**src/rtl/core/htd_pkg.sv**
```systemverilog
// Shared types and constants for the Huffman tree decoder.
package htd_pkg;

  // Request kinds as sorted by the front part.
  typedef enum logic [2:0] {
    KIND_CLEAR,
    KIND_LOAD,
    KIND_BAD_LOAD,
    KIND_DECODE,
    KIND_STATUS
  } kind_e;

  // Command codes on the command port.
  localparam logic [1:0] CMD_CLEAR  = 2'd0;
  localparam logic [1:0] CMD_LOAD   = 2'd1;
  localparam logic [1:0] CMD_DECODE = 2'd2;

  // Back part sequencer states.
  typedef enum logic [3:0] {
    ST_IDLE,
    ST_STATUS,
    ST_DRD,
    ST_DBIT,
    ST_DCHK,
    ST_DFIN,
    ST_LSTEP,
    ST_LRD,
    ST_LWPAR
  } back_state_e;

  // One classified request as held in the queue.
  typedef struct packed {
    kind_e       kind;
    logic [7:0]  symbol;
    logic [31:0] code_bits;
    logic [5:0]  code_len;
    logic [7:0]  data_byte;
  } req_t;

  // Queue head as seen by the back part.
  typedef struct packed {
    logic valid;
    req_t req;
  } head_t;

endpackage

```
**src/rtl/core/htd_front.sv**
```systemverilog
// Front part: accepts requests, classifies them and queues them for the back part.
module htd_front #(
  parameter int MAX_CODE_LEN = 32
) (
  input  logic              clk_i,
  input  logic              rst_ni,
  input  logic              start_i,
  input  logic [1:0]        command_i,
  input  logic [7:0]        symbol_i,
  input  logic [31:0]       code_bits_i,
  input  logic [5:0]        code_len_i,
  input  logic [7:0]        data_byte_i,
  output logic              busy_o,
  output htd_pkg::head_t    head_o,
  input  logic              pop_i
);

  htd_pkg::req_t entry_q [2];
  logic          wr_ptr_q, wr_ptr_d;
  logic          rd_ptr_q, rd_ptr_d;
  logic [1:0]    cnt_q, cnt_d;
  htd_pkg::req_t req_new;
  logic          push;
  logic          pop;

  // Classify the incoming request; a code of bad length is flagged here.
  always_comb begin
    req_new.symbol    = symbol_i;
    req_new.code_bits = code_bits_i;
    req_new.code_len  = code_len_i;
    req_new.data_byte = data_byte_i;
    unique case (command_i)
      htd_pkg::CMD_CLEAR:  req_new.kind = htd_pkg::KIND_CLEAR;
      htd_pkg::CMD_LOAD: begin
        if (code_len_i == 6'd0 || 32'(code_len_i) > 32'(MAX_CODE_LEN)) begin
          req_new.kind = htd_pkg::KIND_BAD_LOAD;
        end else begin
          req_new.kind = htd_pkg::KIND_LOAD;
        end
      end
      htd_pkg::CMD_DECODE: req_new.kind = htd_pkg::KIND_DECODE;
      default:             req_new.kind = htd_pkg::KIND_STATUS;
    endcase
  end

  assign busy_o = (cnt_q == 2'd2);
  assign push   = start_i && !busy_o;
  assign pop    = pop_i && (cnt_q != 2'd0);

  assign head_o.valid = (cnt_q != 2'd0);
  assign head_o.req   = entry_q[rd_ptr_q];

  // Pointer and fill count update.
  always_comb begin
    wr_ptr_d = push ? ~wr_ptr_q : wr_ptr_q;
    rd_ptr_d = pop ? ~rd_ptr_q : rd_ptr_q;
    cnt_d    = cnt_q + 2'(push) - 2'(pop);
  end

  always_ff @(posedge clk_i or negedge rst_ni) begin
    if (!rst_ni) begin
      wr_ptr_q <= 1'b0;
      rd_ptr_q <= 1'b0;
      cnt_q    <= 2'd0;
    end else begin
      wr_ptr_q <= wr_ptr_d;
      rd_ptr_q <= rd_ptr_d;
      cnt_q    <= cnt_d;
    end
  end

  // Queue storage.
  always_ff @(posedge clk_i) begin
    if (push) begin
      entry_q[wr_ptr_q] <= req_new;
    end
  end

endmodule

```
**config.mk**
```make
export PLATFORM = sky130hd
export DESIGN_NAME = htd_front
export DESIGN_NICKNAME = d
export VERILOG_FILES = /design/src/rtl/core/htd_pkg.sv /design/src/rtl/core/htd_front.sv
export SDC_FILE = /design/constraint.sdc
export NUM_CORES = 1
export LEC_CHECK = 0
export ABC_AREA = 1
export BUFFER_PORTS_ARGS = -buffer_cell sky130_fd_sc_hd__buf_4
export CAP_MARGIN = 20
export CORE_ASPECT_RATIO = 1.75
export CORE_MARGIN = 2
export CORE_UTILIZATION = 52
export DETAILED_ROUTE_END_ITERATION = 12
export PLACE_DENSITY = 0.88
export REMOVE_ABC_BUFFERS = 1
export SLEW_MARGIN = 10
export SYNTH_ARGS = -nofsm -noshare
export SYNTH_HDL_FRONTEND = slang
export SYNTH_SLANG_ARGS = --single-unit
export TNS_END_PERCENT = 50
```
**constraint.sdc**
```tcl
create_clock -name clk_i -period 4.4 [get_ports clk_i]
set_clock_uncertainty 0.15 [all_clocks]
set_input_delay 0.44 -clock clk_i [delete_from_list [all_inputs] [get_ports clk_i]]
set_output_delay 0.44 -clock clk_i [all_outputs]
set_load 0.03 [all_outputs]
```
==> impl_metrics.env, run 1 <==
export IMPL_irDropWorstVdd_uv=590
export IMPL_timing_limited_maximum_frequency_mhz=391
export IMPL_die_x_um=73.7
export IMPL_wirelength_um=8990
export IMPL_clk_pin_slew_ns=0.05
export IMPL_cp_data_required_time_ns=3.81
export IMPL_worst_skew_pair_late_latency_ns=0.40
export IMPL_cts_buffers=17
export IMPL_overflow=0
export IMPL_detailed_route_drc_error_count=0
export IMPL_hpwl_um=5770
export IMPL_drive_above_1_share_pct=31.9
export IMPL_die_area_um2=9270
export IMPL_synth_seq_cells=118
export IMPL_crit_fanout=58
export IMPL_synth_lib_cells_used_distinct=15
export IMPL_max_stage_delay_ns=0.69
export IMPL_floorplan_core_area_um2=8260
export IMPL_drv_cap=0
export IMPL_netlist_top_cell_by_area="edfxtp_1"
export IMPL_timing_critical_path_slowest_stage_cell="inv_2"
export IMPL_timing_setup_critical_path_class="reg2out"
export IMPL_worst_r2r_cell_count=4
export IMPL_rsz0062_at_grt="no"
export IMPL_antenna_cells_inserted=0
export IMPL_detail_route_first_pass_iterations=4
export IMPL_critical_path_startpoint_category="register"
export IMPL_power_share_switching_pct=37.6
export IMPL_antenna_found_initial=0
export IMPL_max_slew_worst_pin_slew_ns=0.990
export IMPL_critPathBufInv=2
export IMPL_placer_congestion=0.731
export IMPL_period_share_pct=58.2
export IMPL_syn_cell_area_um2=4420
export IMPL_num_io_pins=119
export IMPL_critical_path_startpoint="rd_ptr_q"
export IMPL_std_cell_rows=44
export IMPL_slew_limit_headroom_pct=33.8
export IMPL_internal_power_contribution_mw=2.89
export IMPL_vias_per_cell=5.02
export IMPL_timing_critical_path_to_type="output pin"
export IMPL_grt_max_degree=59
export IMPL_initial_core_util_pct=53.5
export IMPL_cts_root_to_sink_buffers=2
export IMPL_placement_io_buffers=118
export IMPL_avgSynthCellArea_um2=13.2
export IMPL_hold_class="in2reg"
export IMPL_netlist_top_cells_area="edfxtp_1 (78%), nand2_1 (15%), dfrtp_1 (2.3%)"
export IMPL_p_leak_nw=2.59
export IMPL_cts_htree_levels=4
export IMPL_tns_ns=0
export IMPL_seq_power_share_pct=34.9
export IMPL_setup_viol=0
export IMPL_run_status="completed"
export IMPL_detail_route_antenna_nets=0
export IMPL_crit_end="head_o[15]"
export IMPL_slew_viol_final=0
export IMPL_critPathMostFrequentCell="nand2_1"
export IMPL_clock_sinks=118
export IMPL_fin_hold_ws_ns=0.0645
export IMPL_cp_depth=4
export IMPL_rrSetupSlack_ns=2.05
export IMPL_cts_repair_resized=0
export IMPL_crit_path_max_delay_family="buffers and inverters"
export IMPL_report_final_hold_viol_count=0
export IMPL_cts_tree="done"
export IMPL_num_vias=2854
export IMPL_fill_cells=532
export IMPL_cts_post_setup_buffers_inserted=0
export IMPL_synthDominantCellAreaShare_pct=77.5
export IMPL_post_route_min_period_ns=2.56
export IMPL_global_route_wire_length_before_repair_um=13800
export IMPL_cp_arrival_ns=1.97
export IMPL_drtIter0Drc=255
export IMPL_global_routing_usage_summed_across_all_routing_layers_pct=20.9
export IMPL_share_comb_of_total_power_pct=38.9
export IMPL_power_per_cell_area_nw_per_um2=780
export IMPL_detail_route_wl_per_cell_um=15.8
export IMPL_cts_hold_repair_buffers=1
export IMPL_clock_power_share_pct=26.3
export IMPL_via_count_of_the_first_global_routing_pass=2917
export IMPL_layout_area_overhead_vs_synth_pct=34.3
export IMPL_synth_yosys_seq_area_share_pct=79.8
export IMPL_cts_root_buf="clkbuf_16"
export IMPL_cp_cell_sequence="inv_2 > nand2_1 > nand2_1 > buf_4"
export IMPL_net_switching_power_mw=1.74
export IMPL_syn_inst=335
export IMPL_r2r_start="cnt_q[1]"
export IMPL_finish_net_count=526
export IMPL_yosysWarningCount=0
export IMPL_crit_reg2reg_capture="entry_q[1][18]"
export IMPL_die_y_um=126
-- stage by stage --
stage	std cells	setup slack [ns]	instance area, µm²	power, mW	utilization, %
floorplan	323	0.840	4340	2.74	-
global placement	536	2.07	5380	3.38	65.2
detailed placement	536	1.98	5380	3.44	65.2
CTS	569	1.79	5930	4.67	71.8
global route	569	1.63	5930	4.84	71.8
finish	569	1.84	5930	4.63	71.8
-- registers in the layout, indices dropped and copies added, names as in the netlist --
| signal | flops |
|---|---|
| cnt_q | 2 |
| rd_ptr_q | 1 |
| wr_ptr_q | 1 |
| entry_q | 114 |
-- worst min-delay path by stage --
stage	start	to	slack, ns	cells after the start
2_1_floorplan	rst_ni	cnt_q[0]	-0.006	0
3_3_place_gp	rst_ni	cnt_q[0]	0.09	1
3_5_place_dp	rst_ni	cnt_q[1]	0.09	1
4_1_cts	code_bits_i[0]	entry_q[1][14]	0.05	1
5_1_grt	code_bits_i[0]	entry_q[1][14]	0.05	1
6_report	code_bits_i[0]	entry_q[1][14]	0.06	1
-- logic make-up (layout without fill, tap and decap cells) --
group | after synthesis | count (layout) | share of synthesized area [%]
simple gates | 190 | 190 | 16.3
flops | 118 | 118 | 79.8
buf+inv | 20 | 162 | 2.35
xor+xnor | 4 | 4 | 0.794
fa+ha+maj | 2 | 2 | 0.567
compound gates | 1 | 1 | 0.198
-- cell type report --
class | instances | area [µm²] | area share [%]
multi-input combinational | 197 | 803 | 13.6
tap | 92 | 115 | 1.94
timing repair buffer | 122 | 918 | 15.5
inverter | 8 | 30.0 | 0.507
clock buffer | 28 | 517 | 8.72
clock inverter | 4 | 20.0 | 0.338
sequential | 118 | 3520 | 59.5
-- worst reg2reg max path, cell delays in order (launching register included) --
cell	delay, ns
dfrtp_1	0.37
inv_1	0.12
o21ai_2	0.14
nor2_4	0.77
buf_4	0.47
-- cells in the mapped netlist, drive strengths merged --
| cell type | n |
|---|---|
| nand2 | 179 |
| edfxtp | 114 |
| buf | 11 |
| inv | 8 |
| nor2 | 7 |
| dfrtp | 4 |
| nand3 | 3 |
| xor2 | 3 |
| ha | 2 |
| clkbuf | 1 |
| o21ai | 1 |
| or2 | 1 |
| xnor2 | 1 |
-- per-layer routing --
layer / track usage, % / share of wire, % / vias to the layer above
li1: - / - / 1380
met1: 21.9 / 35 / 1357
met2: 35.1 / 56 / 95
met3: 7.20 / 5.0 / 22
met4: 12.1 / 3.4 / 0
met5: 0 / 0 / -
-- placed cells by master (no fill, tap or decap) --
cell	n
clkbuf_16	17
nand2_1	179
dfrtp_1	3
clkbuf_8	5
clkinv_2	4
o21ai_2	1
nand3_1	3
dlygate4sd3_1	1
clkbuf_1	6
xnor2_1	1
nor2_1	5
inv_1	7
nor2_4	2
inv_2	1
xor2_1	3
edfxtp_1	114
or2_1	1
ha_1	2
dfrtp_2	1
buf_4	121
-- power groups by stage --
stage / Clock [mW] / Combinational, mW / Sequential [mW]
final: 1.22 / 1.80 / 1.61
after global routing: 1.29 / 1.92 / 1.63
after CTS: 1.23 / 1.82 / 1.62
after detailed placement: 0 / 1.81 / 1.63
after global placement: 0 / 1.77 / 1.62
after floorplan: 0 / 1.06 / 1.68
Power figures use the tool's default switching activity.
==> inputs of run 2 (changes only) <==
==> constraint.sdc (replaced) <==
create_clock -name clk_i -period 2.5 [get_ports clk_i]
set_clock_uncertainty 0.15 [all_clocks]
set_input_delay 0.25 -clock clk_i [delete_from_list [all_inputs] [get_ports clk_i]]
set_output_delay 0.25 -clock clk_i [all_outputs]
set_load 0.03 [all_outputs]
==> run 2 against run 1 <==
  * Flip-flop and latch count unchanged
  * Cell area rose by 13%
  * Register-to-register slack worse by 1.4 ns
  * First-iteration DRC count up 21%
  * Die area unchanged
  * Worst hold slack worse by 0.033 ns
  * Sequential power increased by 77%
  * Wire length grew 24%
  * Core utilization rose by 9.5 points
  * Setup slack got worse by 1.5 ns
  * Cell count rose by 11%
  * Via count grew 13%
==> impl_metrics.env, run 2 (synthesis gave the netlist of run 1 again) <==
export IMPL_detail_route_antenna_nets=0
export IMPL_overflow=0
export IMPL_post_route_min_period_ns=2.18
export IMPL_die_y_um=126
export IMPL_rsz0062_at_grt="no"
export IMPL_p_leak_nw=2.92
export IMPL_cp_data_required_time_ns=2.10
export IMPL_detail_route_wl_per_cell_um=17.6
export IMPL_hold_class="in2async"
export IMPL_layout_cells_most_common="nand2_1"
export IMPL_detail_route_first_pass_iterations=5
export IMPL_die_area_um2=9270
export IMPL_slew_limit_headroom_pct=59.6
export IMPL_max_stage_delay_ns=0.41
export IMPL_tns_ns=0
export IMPL_die_x_um=73.7
export IMPL_max_slew_worst_pin_slew_ns=0.606
export IMPL_multi_input_area_um2=803
export IMPL_power_share_switching_pct=35.4
export IMPL_initial_core_util_pct=53.5
export IMPL_run_status="completed"
export IMPL_cp_arrival_ns=1.78
export IMPL_vias_per_cell=5.10
export IMPL_std_cell_rows=44
export IMPL_regMostFlops="entry_q"
export IMPL_fin_hold_ws_ns=0.0315
export IMPL_report_final_hold_viol_count=0
export IMPL_internal_power_contribution_mw=5.88
export IMPL_drtIter0Drc=309
export IMPL_hpwl_um=5870
export IMPL_placement_io_buffers=118
export IMPL_cp_cell_sequence="inv_2 > buf_4 > nand2_1 > nand2_1 > buf_4"
export IMPL_drv_cap=0
export IMPL_floorplan_core_area_um2=8260
export IMPL_seq_power_share_pct=31.3
export IMPL_cts_root_buf="clkbuf_16"
export IMPL_critical_path_startpoint="rd_ptr_q"
export IMPL_setup_viol=0
export IMPL_global_route_wire_length_before_repair_um=17200
export IMPL_worst_skew_pair_late_latency_ns=0.40
export IMPL_crit_fanout=31
export IMPL_worst_r2r_cell_count=8
export IMPL_finish_net_count=587
export IMPL_postLayoutCoreUtil_pct=81.3
export IMPL_place_detailed_instances=540
export IMPL_largest_register_ff_count=114
export IMPL_biggestRegsByFlops="entry_q (114), cnt_q (2)"
export IMPL_clk_pin_slew_ns=0.05
export IMPL_crit_reg2reg_capture="cnt_q[1]"
export IMPL_timing_setup_critical_path_class="reg2out"
export IMPL_layout_cell_area_non_filler_um2=6710
export IMPL_drive_above_1_share_pct=29.6
export IMPL_critical_path_startpoint_category="register"
export IMPL_rrSetupSlack_ns=0.60
export IMPL_wirelength_um=11100
export IMPL_crit_end="head_o[34]"
export IMPL_timing_critical_path_slowest_stage_cell="dfrtp_2"
export IMPL_global_routing_usage_summed_across_all_routing_layers_pct=25.9
export IMPL_placer_congestion=0.735
export IMPL_power_per_cell_area_nw_per_um2=1360
export IMPL_grt_max_degree=58
export IMPL_num_vias=3217
export IMPL_final_instance_count_excl_fill=631
export IMPL_timing_critical_path_to_type="output pin"
export IMPL_slew_viol_final=0
export IMPL_num_io_pins=119
export IMPL_net_switching_power_mw=3.22
export IMPL_cts_buffers=17
export IMPL_irDropWorstVdd_uv=1180
export IMPL_via_count_of_the_first_global_routing_pass=3465
export IMPL_cts_htree_levels=4
export IMPL_cts_tree="done"
export IMPL_clock_power_share_pct=31.8
export IMPL_register_area_um2=3520
export IMPL_cts_root_to_sink_buffers=2
export IMPL_share_comb_of_total_power_pct=36.9
export IMPL_clock_sinks=118
export IMPL_period_share_pct=87.3
export IMPL_layout_area_overhead_vs_synth_pct=52.0
export IMPL_r2r_start="cnt_q[0]"
export IMPL_most_common_layout_cells="nand2_1 (179), buf_4 (125), edfxtp_1 (114)"
export IMPL_timing_limited_maximum_frequency_mhz=458
export IMPL_antenna_found_initial=1
export IMPL_cts_repair_resized=0
export IMPL_placement_cell_area_um2=5410
export IMPL_fill_cells=404
export IMPL_detailed_route_drc_error_count=0
## run 2: cell count changes in the layout (fill, tap and decap cells not counted), sizes merged
cell	delta
diode	+1
dlygate4sd3	+57
clkinv	-3
bufinv	+7
buf	+4
clkbuf	-4
## run 2: layer usage
layer | wire, µm | global-route usage, % | part of all wire, %
met5 | 0 | 0 | 0
met4 | 416 | 14.7 | 3.7
met3 | 428 | 6.96 | 3.8
met2 | 6400 | 44.9 | 58
met1 | 3880 | 27.2 | 35
## run 2: power by group through the flow
stage                     clock, mW  combinational, mW  sequential, mW
after CTS                      2.91               3.31            2.84
after global placement            0               3.13            2.84
after detailed placement          0               3.21            2.87
after global routing           3.02               3.58            2.88
after floorplan                   0               1.87            2.96
final                          2.90               3.35            2.85
## run 2: area by class of cell
cell class | count | share of cell area (%)
Sequential cell | 118 | 52.5
Inverter | 8 | 0.448
Clock inverter | 8 | 3.19
Clock buffer | 24 | 7.48
Antenna cell | 1 | 0.0373
Multi-Input combinational cell | 197 | 12.0
Timing Repair Buffer | 183 | 22.6
Tap cell | 92 | 1.72
## run 2: repair_timing
item / 4_1_cts / 5_1_grt
buffers inserted: 0 / 0
hold endpoints to repair: 115 / 0
hold buffers: 58 / 0
## run 2: critical path: cells and delay by family, from the launching register on
kind	cells	cell delay, ns
buffers and inverters	3	0.73
flip-flops	1	0.41
AND/OR/NAND/NOR	2	0.22
## run 2: worst min-delay path by stage
stage | from | to | slack [ns] | depth (start not counted)
floorplan | rst_ni | cnt_q[0] | -0.20 | 0
global placement | rst_ni | cnt_q[0] | -0.10 | 1
detailed placement | rst_ni | cnt_q[0] | -0.1 | 1
CTS | rst_ni | rd_ptr_q | 0.02 | 2
global route | rst_ni | cnt_q[0] | 0.02 | 2
finish | rst_ni | rd_ptr_q | 0.03 | 2
## run 2: per-stage QoR
| stage | setup WS, ns | total power [mW] |
|---|---|---|
| after detailed placement | 0.625 | 6.08 |
| after CTS | 0.330 | 9.06 |
| after floorplan | -1.06 | 4.83 |
| after global routing | 0.201 | 9.49 |
| final | 0.317 | 9.10 |
| after global placement | 0.730 | 5.98 |
